[config.mk]
export PLATFORM = sky130hd
export DESIGN_NAME = priority_ordered_task_list
export DESIGN_NICKNAME = d
export VERILOG_FILES = /design/src/sv/potl_pkg.sv /design/src/sv/potl_store.sv /design/src/sv/priority_ordered_task_list.sv
export SDC_FILE = /design/constraint.sdc
export NUM_CORES = 1
export LEC_CHECK = 0
export ABC_AREA = 0
export BUFFER_PORTS_ARGS = -buffer_cell sky130_fd_sc_hd__clkbuf_2
export CELL_PAD_IN_SITES_DETAIL_PLACEMENT = 1
export CELL_PAD_IN_SITES_GLOBAL_PLACEMENT = 1
export CORE_MARGIN = 8
export CORE_UTILIZATION = 57
export CTS_CLUSTER_DIAMETER = 50
export CTS_CLUSTER_SIZE = 28
export DETAILED_ROUTE_END_ITERATION = 6
export GPL_ROUTABILITY_DRIVEN = 1
export PLACE_DENSITY_LB_ADDON = 0.1
export SLEW_MARGIN = 15
export SYNTH_ARGS = -nofsm -noshare
export SYNTH_HDL_FRONTEND = slang
export SYNTH_SLANG_ARGS = --single-unit
[constraint.sdc]
create_clock -name clk -period 8.9 [get_ports clk]
set_input_delay 2.67 -clock clk [delete_from_list [all_inputs] [get_ports clk]]
set_output_delay 2.67 -clock clk [all_outputs]
set_load 0.01 [all_outputs]
[src/sv/potl_pkg.sv]
// Shared codes, field widths and control types for the priority-ordered task list.
package potl_pkg;

  localparam int OP_W      = 2;
  localparam int PRIO_IN_W = 16;
  localparam int SLOT_IN_W = 5;
  localparam int SLOT_OUT_W = 5;
  localparam int STATUS_W  = 2;

  localparam logic [OP_W-1:0] OP_INSERT = 2'd0;
  localparam logic [OP_W-1:0] OP_REMOVE = 2'd1;
  localparam logic [OP_W-1:0] OP_WALK   = 2'd2;

  localparam logic [STATUS_W-1:0] ST_OK       = 2'd0;
  localparam logic [STATUS_W-1:0] ST_FULL     = 2'd1;
  localparam logic [STATUS_W-1:0] ST_BAD_SLOT = 2'd2;
  localparam logic [STATUS_W-1:0] ST_EMPTY    = 2'd3;

  // Write enables of the link and priority stores.
  typedef struct packed {
    logic next_we;
    logic prev_we;
    logic prio_we;
  } potl_wen_t;

endpackage

[src/sv/potl_store.sv]
// Link and priority memories with a registered shared read port; head links in flops.
module potl_store import potl_pkg::*; #(
  parameter int TASK_SLOTS = 32,
  parameter int PRIO_BITS  = 16,
  parameter int SW         = $clog2(TASK_SLOTS)
) (
  input  logic                 clk,
  input  logic                 rst_n,
  input  logic [SW-1:0]        rd_addr,
  output logic [SW-1:0]        rd_next,
  output logic [SW-1:0]        rd_prev,
  output logic [PRIO_BITS-1:0] rd_prio,
  output logic [SW-1:0]        head_next,
  input  potl_wen_t            wen,
  input  logic [SW-1:0]        next_wa,
  input  logic [SW-1:0]        next_wd,
  input  logic [SW-1:0]        prev_wa,
  input  logic [SW-1:0]        prev_wd,
  input  logic [SW-1:0]        prio_wa,
  input  logic [PRIO_BITS-1:0] prio_wd
);

  localparam logic [SW-1:0] HEAD = '0;

  logic [SW-1:0]        next_mem [TASK_SLOTS];
  logic [SW-1:0]        prev_mem [TASK_SLOTS];
  logic [PRIO_BITS-1:0] prio_mem [TASK_SLOTS];

  logic [SW-1:0]        head_next_r;
  logic [SW-1:0]        head_prev_r;
  logic [SW-1:0]        rd_next_r;
  logic [SW-1:0]        rd_prev_r;
  logic [PRIO_BITS-1:0] rd_prio_r;

  // Head links live in flops so reset can make the head point to itself.
  always_ff @(posedge clk) begin
    if (!rst_n) begin
      head_next_r <= HEAD;
      head_prev_r <= HEAD;
    end else begin
      if (wen.next_we && next_wa == HEAD) head_next_r <= next_wd;
      if (wen.prev_we && prev_wa == HEAD) head_prev_r <= prev_wd;
    end
  end

  always_ff @(posedge clk) begin
    if (wen.next_we && next_wa != HEAD) next_mem[next_wa] <= next_wd;
    if (wen.prev_we && prev_wa != HEAD) prev_mem[prev_wa] <= prev_wd;
    if (wen.prio_we) prio_mem[prio_wa] <= prio_wd;
  end

  always_ff @(posedge clk) begin
    if (rd_addr == HEAD) begin
      rd_next_r <= head_next_r;
      rd_prev_r <= head_prev_r;
    end else begin
      rd_next_r <= next_mem[rd_addr];
      rd_prev_r <= prev_mem[rd_addr];
    end
    rd_prio_r <= prio_mem[rd_addr];
  end

  assign rd_next   = rd_next_r;
  assign rd_prev   = rd_prev_r;
  assign rd_prio   = rd_prio_r;
  assign head_next = head_next_r;

endmodule

[src/sv/priority_ordered_task_list.sv]
// Top level: command sequencer for the priority-ordered task list.
//
// Commands are taken when start is high and busy is low; results appear on the
// out_ ports for one cycle each, flagged by out_valid, and cannot be held off.
// A remove gives its result from the S_REM state (a bad remove answers in the
// cycle after start and leaves busy low). Insert walks the ring one link per
// cycle while a slot counter searches for the lowest free slot alongside it;
// busy stays high through that search and, when a slot is free, the S_LINK1
// and S_LINK2 writes, and the result appears as busy drops. A walk emits one
// word per cycle, the first one coming out of the S_WALK state. Every step
// shares the single read port of the link memories.
module priority_ordered_task_list import potl_pkg::*; #(
  parameter int TASK_SLOTS = 32,
  parameter int PRIO_BITS  = 16
) (
  input  logic                  clk,
  input  logic                  rst_n,
  input  logic                  start,
  output logic                  busy,
  input  logic [OP_W-1:0]       in_op,
  input  logic [PRIO_IN_W-1:0]  in_priority_req,
  input  logic [SLOT_IN_W-1:0]  in_slot,
  output logic                  out_valid,
  output logic [SLOT_OUT_W-1:0] out_task_slot,
  output logic [STATUS_W-1:0]   out_status,
  output logic                  out_last
);

  localparam int SW = $clog2(TASK_SLOTS);
  localparam logic [SW-1:0] HEAD      = '0;
  localparam logic [SW-1:0] LAST_SLOT = SW'(TASK_SLOTS - 1);
  localparam logic [SW-1:0] WALK_MAX  = SW'(TASK_SLOTS - 2);

  typedef enum logic [5:0] {
    S_IDLE  = 6'b000001,
    S_INS   = 6'b000010,
    S_LINK1 = 6'b000100,
    S_LINK2 = 6'b001000,
    S_REM   = 6'b010000,
    S_WALK  = 6'b100000
  } state_t;

  state_t                 state_r, state_nxt;
  logic [PRIO_BITS-1:0]   prio_r, prio_nxt;
  logic [SW-1:0]          cur_r, cur_nxt;
  logic [SW-1:0]          cand_r, cand_nxt;
  logic [SW-1:0]          id_r, id_nxt;
  logic [SW-1:0]          scan_idx_r, scan_idx_nxt;
  logic                   scan_done_r, scan_done_nxt;
  logic                   walk_done_r, walk_done_nxt;
  logic                   full_r, full_nxt;
  logic [SW-1:0]          cnt_r, cnt_nxt;
  logic [TASK_SLOTS-1:0]  used_r, used_nxt;
  logic                   out_valid_r, out_valid_nxt;
  logic [SLOT_OUT_W-1:0]  out_task_slot_r, out_task_slot_nxt;
  logic [STATUS_W-1:0]    out_status_r, out_status_nxt;
  logic                   out_last_r, out_last_nxt;

  logic [SW-1:0]          rd_addr, rd_next, rd_prev, head_next;
  logic [PRIO_BITS-1:0]   rd_prio;
  potl_wen_t              wen;
  logic [SW-1:0]          next_wa, next_wd, prev_wa, prev_wd, prio_wa;
  logic [PRIO_BITS-1:0]   prio_wd;
  logic [SW-1:0]          slot_ix;
  logic                   bad_remove;
  logic                   walk_last;

  potl_store #(
    .TASK_SLOTS (TASK_SLOTS),
    .PRIO_BITS  (PRIO_BITS),
    .SW         (SW)
  ) u_store (
    .clk       (clk),
    .rst_n     (rst_n),
    .rd_addr   (rd_addr),
    .rd_next   (rd_next),
    .rd_prev   (rd_prev),
    .rd_prio   (rd_prio),
    .head_next (head_next),
    .wen       (wen),
    .next_wa   (next_wa),
    .next_wd   (next_wd),
    .prev_wa   (prev_wa),
    .prev_wd   (prev_wd),
    .prio_wa   (prio_wa),
    .prio_wd   (prio_wd)
  );

  assign slot_ix    = SW'(in_slot);
  assign bad_remove = (in_slot == '0) || (32'(in_slot) >= TASK_SLOTS) || !used_r[slot_ix];
  assign walk_last  = (rd_next == HEAD) || (cnt_r == WALK_MAX);

  always_comb begin
    state_nxt         = state_r;
    prio_nxt          = prio_r;
    cur_nxt           = cur_r;
    cand_nxt          = cand_r;
    id_nxt            = id_r;
    scan_idx_nxt      = scan_idx_r;
    scan_done_nxt     = scan_done_r;
    walk_done_nxt     = walk_done_r;
    full_nxt          = full_r;
    cnt_nxt           = cnt_r;
    used_nxt          = used_r;
    out_valid_nxt     = 1'b0;
    out_task_slot_nxt = out_task_slot_r;
    out_status_nxt    = out_status_r;
    out_last_nxt      = out_last_r;
    rd_addr           = cand_r;
    wen               = '0;
    next_wa           = cur_r;
    next_wd           = id_r;
    prev_wa           = cand_r;
    prev_wd           = id_r;
    prio_wa           = id_r;
    prio_wd           = prio_r;

    case (state_r)
      S_IDLE: begin
        if (start) begin
          case (in_op)
            OP_INSERT: begin
              prio_nxt      = PRIO_BITS'(in_priority_req);
              scan_idx_nxt  = SW'(1);
              scan_done_nxt = 1'b0;
              walk_done_nxt = 1'b0;
              full_nxt      = 1'b0;
              cur_nxt       = HEAD;
              cand_nxt      = head_next;
              rd_addr       = head_next;
              state_nxt     = S_INS;
            end
            OP_REMOVE: begin
              if (bad_remove) begin
                out_valid_nxt     = 1'b1;
                out_task_slot_nxt = in_slot;
                out_status_nxt    = ST_BAD_SLOT;
                out_last_nxt      = 1'b1;
              end else begin
                rd_addr   = slot_ix;
                cand_nxt  = slot_ix;
                state_nxt = S_REM;
              end
            end
            OP_WALK: begin
              if (head_next == HEAD) begin
                out_valid_nxt     = 1'b1;
                out_task_slot_nxt = '0;
                out_status_nxt    = ST_EMPTY;
                out_last_nxt      = 1'b1;
              end else begin
                rd_addr   = head_next;
                cand_nxt  = head_next;
                cnt_nxt   = '0;
                state_nxt = S_WALK;
              end
            end
            default: ;
          endcase
        end
      end

      S_INS: begin
        // Advance until the next task is the head or has a higher priority.
        if (!walk_done_r) begin
          if (cand_r == HEAD || rd_prio > prio_r) begin
            walk_done_nxt = 1'b1;
          end else begin
            cur_nxt  = cand_r;
            cand_nxt = rd_next;
            rd_addr  = rd_next;
          end
        end
        if (!scan_done_r) begin
          if (!used_r[scan_idx_r]) begin
            id_nxt        = scan_idx_r;
            scan_done_nxt = 1'b1;
          end else if (scan_idx_r == LAST_SLOT) begin
            full_nxt      = 1'b1;
            scan_done_nxt = 1'b1;
          end else begin
            scan_idx_nxt = scan_idx_r + SW'(1);
          end
        end
        if (scan_done_r && walk_done_r) begin
          if (full_r) begin
            out_valid_nxt     = 1'b1;
            out_task_slot_nxt = '0;
            out_status_nxt    = ST_FULL;
            out_last_nxt      = 1'b1;
            state_nxt         = S_IDLE;
          end else begin
            state_nxt = S_LINK1;
          end
        end
      end

      S_LINK1: begin
        wen          = '{next_we: 1'b1, prev_we: 1'b1, prio_we: 1'b1};
        next_wa      = id_r;
        next_wd      = cand_r;
        prev_wa      = id_r;
        prev_wd      = cur_r;
        used_nxt[id_r] = 1'b1;
        state_nxt    = S_LINK2;
      end

      S_LINK2: begin
        wen               = '{next_we: 1'b1, prev_we: 1'b1, prio_we: 1'b0};
        next_wa           = cur_r;
        next_wd           = id_r;
        prev_wa           = cand_r;
        prev_wd           = id_r;
        out_valid_nxt     = 1'b1;
        out_task_slot_nxt = SLOT_OUT_W'(id_r);
        out_status_nxt    = ST_OK;
        out_last_nxt      = 1'b1;
        state_nxt         = S_IDLE;
      end

      S_REM: begin
        // Splice the neighbors together and drop the slot.
        wen               = '{next_we: 1'b1, prev_we: 1'b1, prio_we: 1'b0};
        next_wa           = rd_prev;
        next_wd           = rd_next;
        prev_wa           = rd_next;
        prev_wd           = rd_prev;
        used_nxt[cand_r]  = 1'b0;
        out_valid_nxt     = 1'b1;
        out_task_slot_nxt = SLOT_OUT_W'(cand_r);
        out_status_nxt    = ST_OK;
        out_last_nxt      = 1'b1;
        state_nxt         = S_IDLE;
      end

      S_WALK: begin
        out_valid_nxt     = 1'b1;
        out_task_slot_nxt = SLOT_OUT_W'(cand_r);
        out_status_nxt    = ST_OK;
        out_last_nxt      = walk_last;
        if (walk_last) begin
          state_nxt = S_IDLE;
        end else begin
          cand_nxt = rd_next;
          rd_addr  = rd_next;
          cnt_nxt  = cnt_r + SW'(1);
        end
      end

      default: begin
        state_nxt = S_IDLE;
      end
    endcase
  end

  always_ff @(posedge clk) begin
    if (!rst_n) begin
      state_r     <= S_IDLE;
      used_r      <= TASK_SLOTS'(1);
      out_valid_r <= 1'b0;
      scan_done_r <= 1'b0;
      walk_done_r <= 1'b0;
      full_r      <= 1'b0;
    end else begin
      state_r     <= state_nxt;
      used_r      <= used_nxt;
      out_valid_r <= out_valid_nxt;
      scan_done_r <= scan_done_nxt;
      walk_done_r <= walk_done_nxt;
      full_r      <= full_nxt;
    end
  end

  always_ff @(posedge clk) begin
    prio_r          <= prio_nxt;
    cur_r           <= cur_nxt;
    cand_r          <= cand_nxt;
    id_r            <= id_nxt;
    scan_idx_r      <= scan_idx_nxt;
    cnt_r           <= cnt_nxt;
    out_task_slot_r <= out_task_slot_nxt;
    out_status_r    <= out_status_nxt;
    out_last_r      <= out_last_nxt;
  end

  assign busy          = (state_r != S_IDLE);
  assign out_valid     = out_valid_r;
  assign out_task_slot = out_task_slot_r;
  assign out_status    = out_status_r;
  assign out_last      = out_last_r;

endmodule

==> impl_results.html <==
<table>
<tr><th>Metric</th><th>Value</th></tr>
<tr><th colspan="2">Timing</th></tr>
<tr><td>Slew at the pin closest to its max-slew limit</td><td>1.20 ns</td></tr>
<tr><td>Sum Neg Setup Slack</td><td>0 ns</td></tr>
<tr><td>Post-route minimum period</td><td>6.96 ns</td></tr>
<tr><td>Setup repair after global routing missed its margin</td><td>false</td></tr>
<tr><td>Hold Violations, Final</td><td>0</td></tr>
<tr><td>Max-Slew Margin vs Limit</td><td>0.202</td></tr>
<tr><td>Fin Clk Skew</td><td>~0.033 ns</td></tr>
<tr><td>Fmax achieved</td><td>0.144 GHz</td></tr>
<tr><td>Count of final max-slew check failures</td><td>0</td></tr>
<tr><td>Setup violation total in the final timing report</td><td>0</td></tr>
<tr><td>Final period utilization</td><td>0.782</td></tr>
<tr><th colspan="2">Clock tree</th></tr>
<tr><td>Total number of H-tree levels</td><td>3</td></tr>
<tr><td>CTS max path bufs</td><td>3</td></tr>
<tr><td>TritonCTS clock tree</td><td>yes</td></tr>
<tr><td># clock sinks</td><td>953</td></tr>
<tr><td>Post-CTS setup buffer count</td><td>0</td></tr>
<tr><td>Clock slew at reported path FFs</td><td>0.08 ns</td></tr>
<tr><td>Cts hold-fix bufs</td><td>0</td></tr>
<tr><td>Clk Latency, worst-skew pair</td><td>about 0.67 ns</td></tr>
<tr><td>Cts repair resizes</td><td>0</td></tr>
<tr><td>TritonCTS Buffers</td><td>91</td></tr>
<tr><td>Clk Tree Root Cell</td><td>clkbuf_16</td></tr>
<tr><th colspan="2">Synthesis</th></tr>
<tr><td>Post-synthesis register bit count</td><td>953</td></tr>
<tr><td>Avg Inst Size Synth</td><td>13.7 um^2</td></tr>
<tr><td>Count of unique library cells instantiated by Yosys</td><td>78</td></tr>
<tr><td>Share of flip-flops with an asynchronous set or reset</td><td>0</td></tr>
<tr><td>Synth warn</td><td>0</td></tr>
<tr><td>Gate count after technology mapping</td><td>between 2,000 and 3,000</td></tr>
<tr><td>Sequential-to-total area share from yosys stat</td><td>0.699</td></tr>
<tr><td>Leading area contributor after synthesis</td><td>edfxtp_1</td></tr>
<tr><td>Synth area leaders</td><td>edfxtp_1 (66%), dfxtp_1 (4.2%), a211oi_1 (4.1%)</td></tr>
<tr><td>Mapped cell area</td><td>39,800 um^2</td></tr>
<tr><td>Share of the synthesized area in the top cell type</td><td>0.657</td></tr>
<tr><td>Dominant register cell in the synthesized netlist</td><td>edfxtp_1</td></tr>
<tr><td>Post-synth EDFFs</td><td>just under 900</td></tr>
<tr><th colspan="2">Floorplan</th></tr>
<tr><td>Placement Rows</td><td>97</td></tr>
<tr><td>Initial Util</td><td>0.572</td></tr>
<tr><td>Area of the placeable core</td><td>69,500 um^2</td></tr>
<tr><td>Floorplan die height</td><td>280 um</td></tr>
<tr><td>IO Pins</td><td>36</td></tr>
<tr><td>Die Outline Area</td><td>78,500 um^2</td></tr>
<tr><td>Die extent in x</td><td>280 um</td></tr>
<tr><th colspan="2">Critical path</th></tr>
<tr><td>CP Data Arrival Time</td><td>approximately 7.5 ns</td></tr>
<tr><td>CP delay by family, top</td><td>buffers and inverters</td></tr>
<tr><td>Required time worst endpoint</td><td>9.42 ns</td></tr>
<tr><td>Startpoint class of the critical path</td><td>input port</td></tr>
<tr><td>Highest net fanout along the worst path</td><td>112</td></tr>
<tr><td>Path type of the worst setup path</td><td>input port to flip-flop</td></tr>
<tr><td>Kind of capture point of the worst setup path</td><td>flip-flop</td></tr>
<tr><td>CP most frequent cell</td><td>buf_4</td></tr>
<tr><td>Critical Path, Cell by Cell</td><td>clkbuf_2 -&gt; mux2i_1 -&gt; a2111oi_0 -&gt; and3_1 -&gt; nor3b_1 -&gt; a31o_2 -&gt; o21ai_4 -&gt; and2_4 -&gt; clkinv_8 -&gt; buf_4 -&gt; buf_4 -&gt; a211oi_1 -&gt; a31oi_1 -&gt; o22ai_1 -&gt; nor3_1</td></tr>
<tr><td>Cell with the biggest individual delay on the critical path</td><td>clkinv_8</td></tr>
<tr><td>Buffers &amp; Inverters on Critical Path</td><td>4</td></tr>
<tr><td>Worst stage delay on the critical path</td><td>0.59 ns</td></tr>
<tr><th colspan="2">Layout</th></tr>
<tr><td>Count of inserted antenna diode cells</td><td>0</td></tr>
<tr><td>Area growth from synthesis to layout</td><td>11.0%</td></tr>
<tr><td>Ratio of cells with drive above 1 in the final layout</td><td>0.123</td></tr>
<tr><td>Post-route insts no fill</td><td>between 3,000 and 4,000</td></tr>
<tr><td>Nets</td><td>2,952</td></tr>
<tr><th colspan="2">Hold path</th></tr>
<tr><td>Worst min-delay path category</td><td>flip-flop to flip-flop</td></tr>
<tr><th colspan="2">Power</th></tr>
<tr><td>Worst-case vdd ir drop</td><td>0.381 mV</td></tr>
<tr><td>Pwr Density</td><td>327 nW/um^2</td></tr>
<tr><td>Leakage power summed over all cells</td><td>15.0 nW</td></tr>
<tr><th colspan="2">Place</th></tr>
<tr><td>Placed Cells incl. Taps</td><td>3,747</td></tr>
<tr><td>Detailed Place HPWL</td><td>71.8 mm</td></tr>
<tr><td>Placer Congestion</td><td>between 0.8 and 0.9</td></tr>
<tr><td>Port Buffers</td><td>35</td></tr>
<tr><th colspan="2">GRT</th></tr>
<tr><td>Global router's overall resource usage</td><td>0.303</td></tr>
<tr><td>Final global-route overflow total</td><td>0</td></tr>
<tr><td>Antenna violations before repair</td><td>0</td></tr>
<tr><td>Wire length of the first global-routing pass</td><td>179 mm</td></tr>
<tr><td>Maximum number of pins on one net before global-route repair</td><td>170</td></tr>
<tr><td>Number of global-route vias before repair</td><td>27,800</td></tr>
<tr><th colspan="2">Detailed routing</th></tr>
<tr><td>Via-per-instance ratio</td><td>just under 7</td></tr>
<tr><td>Number of iterations in the first detailed-routing pass</td><td>6</td></tr>
<tr><td>Antenna violation net count after detailed routing</td><td>0</td></tr>
<tr><td>Count of routing violations after the opening detailed-route iteration</td><td>about 2,600</td></tr>
<tr><td>Routed vias</td><td>26,500</td></tr>
<tr><td>Final wirelength</td><td>122 mm</td></tr>
<tr><td>Routed wire length per instance</td><td>a little over 30 um</td></tr>
<tr><td>DRC viols</td><td>0</td></tr>
<tr><th colspan="2">Run status</th></tr>
<tr><td>Run status</td><td>complete, no violations</td></tr>
<tr><th colspan="2">Job</th></tr>
<tr><td>Maximum Capacitance Violations</td><td>0</td></tr>
</table>
## layout by cell type (no fill, tap or decap), drive strengths merged, types with 11 or more instances in the layout
cell,n
a21oi,57
clkbuf,133
dfxtp,83
nand2b,24
inv,79
o2111ai,13
o21ai,113
a31oi,61
mux4,25
mux2i,59
a22oi,11
o22ai,27
nand3,70
clkinv,30
and2,22
a311oi,35
ha,25
a41oi,16
nor2,162
buf,79
nand2,263
a211oi,218
nand3b,21
a221o,16
and3,225
edfxtp,870
nand4,22
o211ai,15
nor2b,28
nor3,44
a2111oi,20
## worst register-to-register path, stage by stage, from the launching register on
cell	delay [ns]
edfxtp_1	1.11
inv_1	0.14
ha_1	0.36
nand4_1	0.26
nor3_1	0.66
nor3_1	0.14
and3_1	0.26
a311oi_2	0.46
o2bb2ai_4	0.17
and2_4	0.57
clkinv_8	0.66
buf_4	0.54
buf_4	0.37
a211oi_1	0.36
a31oi_1	0.09
o22ai_1	0.21
nor3_1	0.11
## cells in the mapped netlist (56+ instances only)
cell	instances
dfxtp_1	83
nand2_1	263
nand3_1	70
o21ai_0	112
a31oi_1	61
a21oi_1	56
buf_2	61
mux2i_1	59
nor2_1	161
and3_1	225
clkbuf_1	135
edfxtp_1	870
a211oi_1	218
## sequential cells by signal, summed over array words and instances (netlist names)
name / flops
u_store.rd_next: 5
state_r: 6
out_last: 1
used_r: 32
prio_r: 16
id_r: 5
walk_done_r: 1
out_task_slot: 5
u_store.next_mem: 157
u_store.rd_prio: 16
u_store.head_prev_r: 5
u_store.head_next: 5
scan_idx_r: 5
u_store.rd_prev: 5
u_store.prio_mem: 512
out_status: 2
cur_r: 5
cnt_r: 5
full_r: 1
out_valid: 1
cand_r: 5
u_store.prev_mem: 157
scan_done_r: 1
## per-layer routing
layer	share of wire	track usage	wire [um]
met1	0.38	0.377	46300
met2	0.51	0.528	61700
met3	0.062	0.0364	7510
met4	0.050	0.144	6070
met5	0	0	0
## cell type report
type	instances	area, um^2
clock buffer	98	2320
clock inverter	73	853
fill	6445	25400
inverter	43	181
multi-input combinational	1698	11000
sequential	953	27800
tap	940	1180
timing repair buffer	114	863
## metrics by stage
step                      hold slack (ns)  setup WS (ns)  area [um^2]  power (W)  utilization
after floorplan                     0.452           3.10        39800    0.00874            -
after global placement              0.477           1.62        41000     0.0101        0.589
after detailed placement            0.498           1.39        41000     0.0103        0.589
after CTS                           0.518           2.04        44100     0.0144        0.635
after global routing                0.548           1.74        44100     0.0150        0.635
final                               0.520           1.94        44100     0.0144        0.635
## report_power, final
part | total [W] | switching (W) | internal (W)
clock network | 0.00410 | 0.00197 | 0.00214
registers | 0.00515 | 0.000141 | 0.00501
logic | 0.00520 | 0.00358 | 0.00161
## cell families (layout without fill, tap and decap cells)
logic type	after synthesis	after routing	share of synthesized area
flops	953	953	0.699
simple gates	929	929	0.119
compound gates	650	650	0.115
buf+inv	260	328	0.0290
mux	84	84	0.0290
fa+ha+maj	25	25	0.00787
xor+xnor	6	6	0.00132
other cells	1	4	0.0000943
## worst paths after layout
path,start,to,slack [ns],cells after the start
max,in_slot[0],u_store.rd_prio[5],1.94,15
min,u_store.head_prev_r[1],u_store.head_prev_r[1],0.52,2
max reg2reg,prio_r[15],u_store.rd_prio[5],2.30,16
min reg2reg,u_store.head_prev_r[1],u_store.head_prev_r[1],0.52,2
Note: power is estimated with default switching activity, not from simulation.
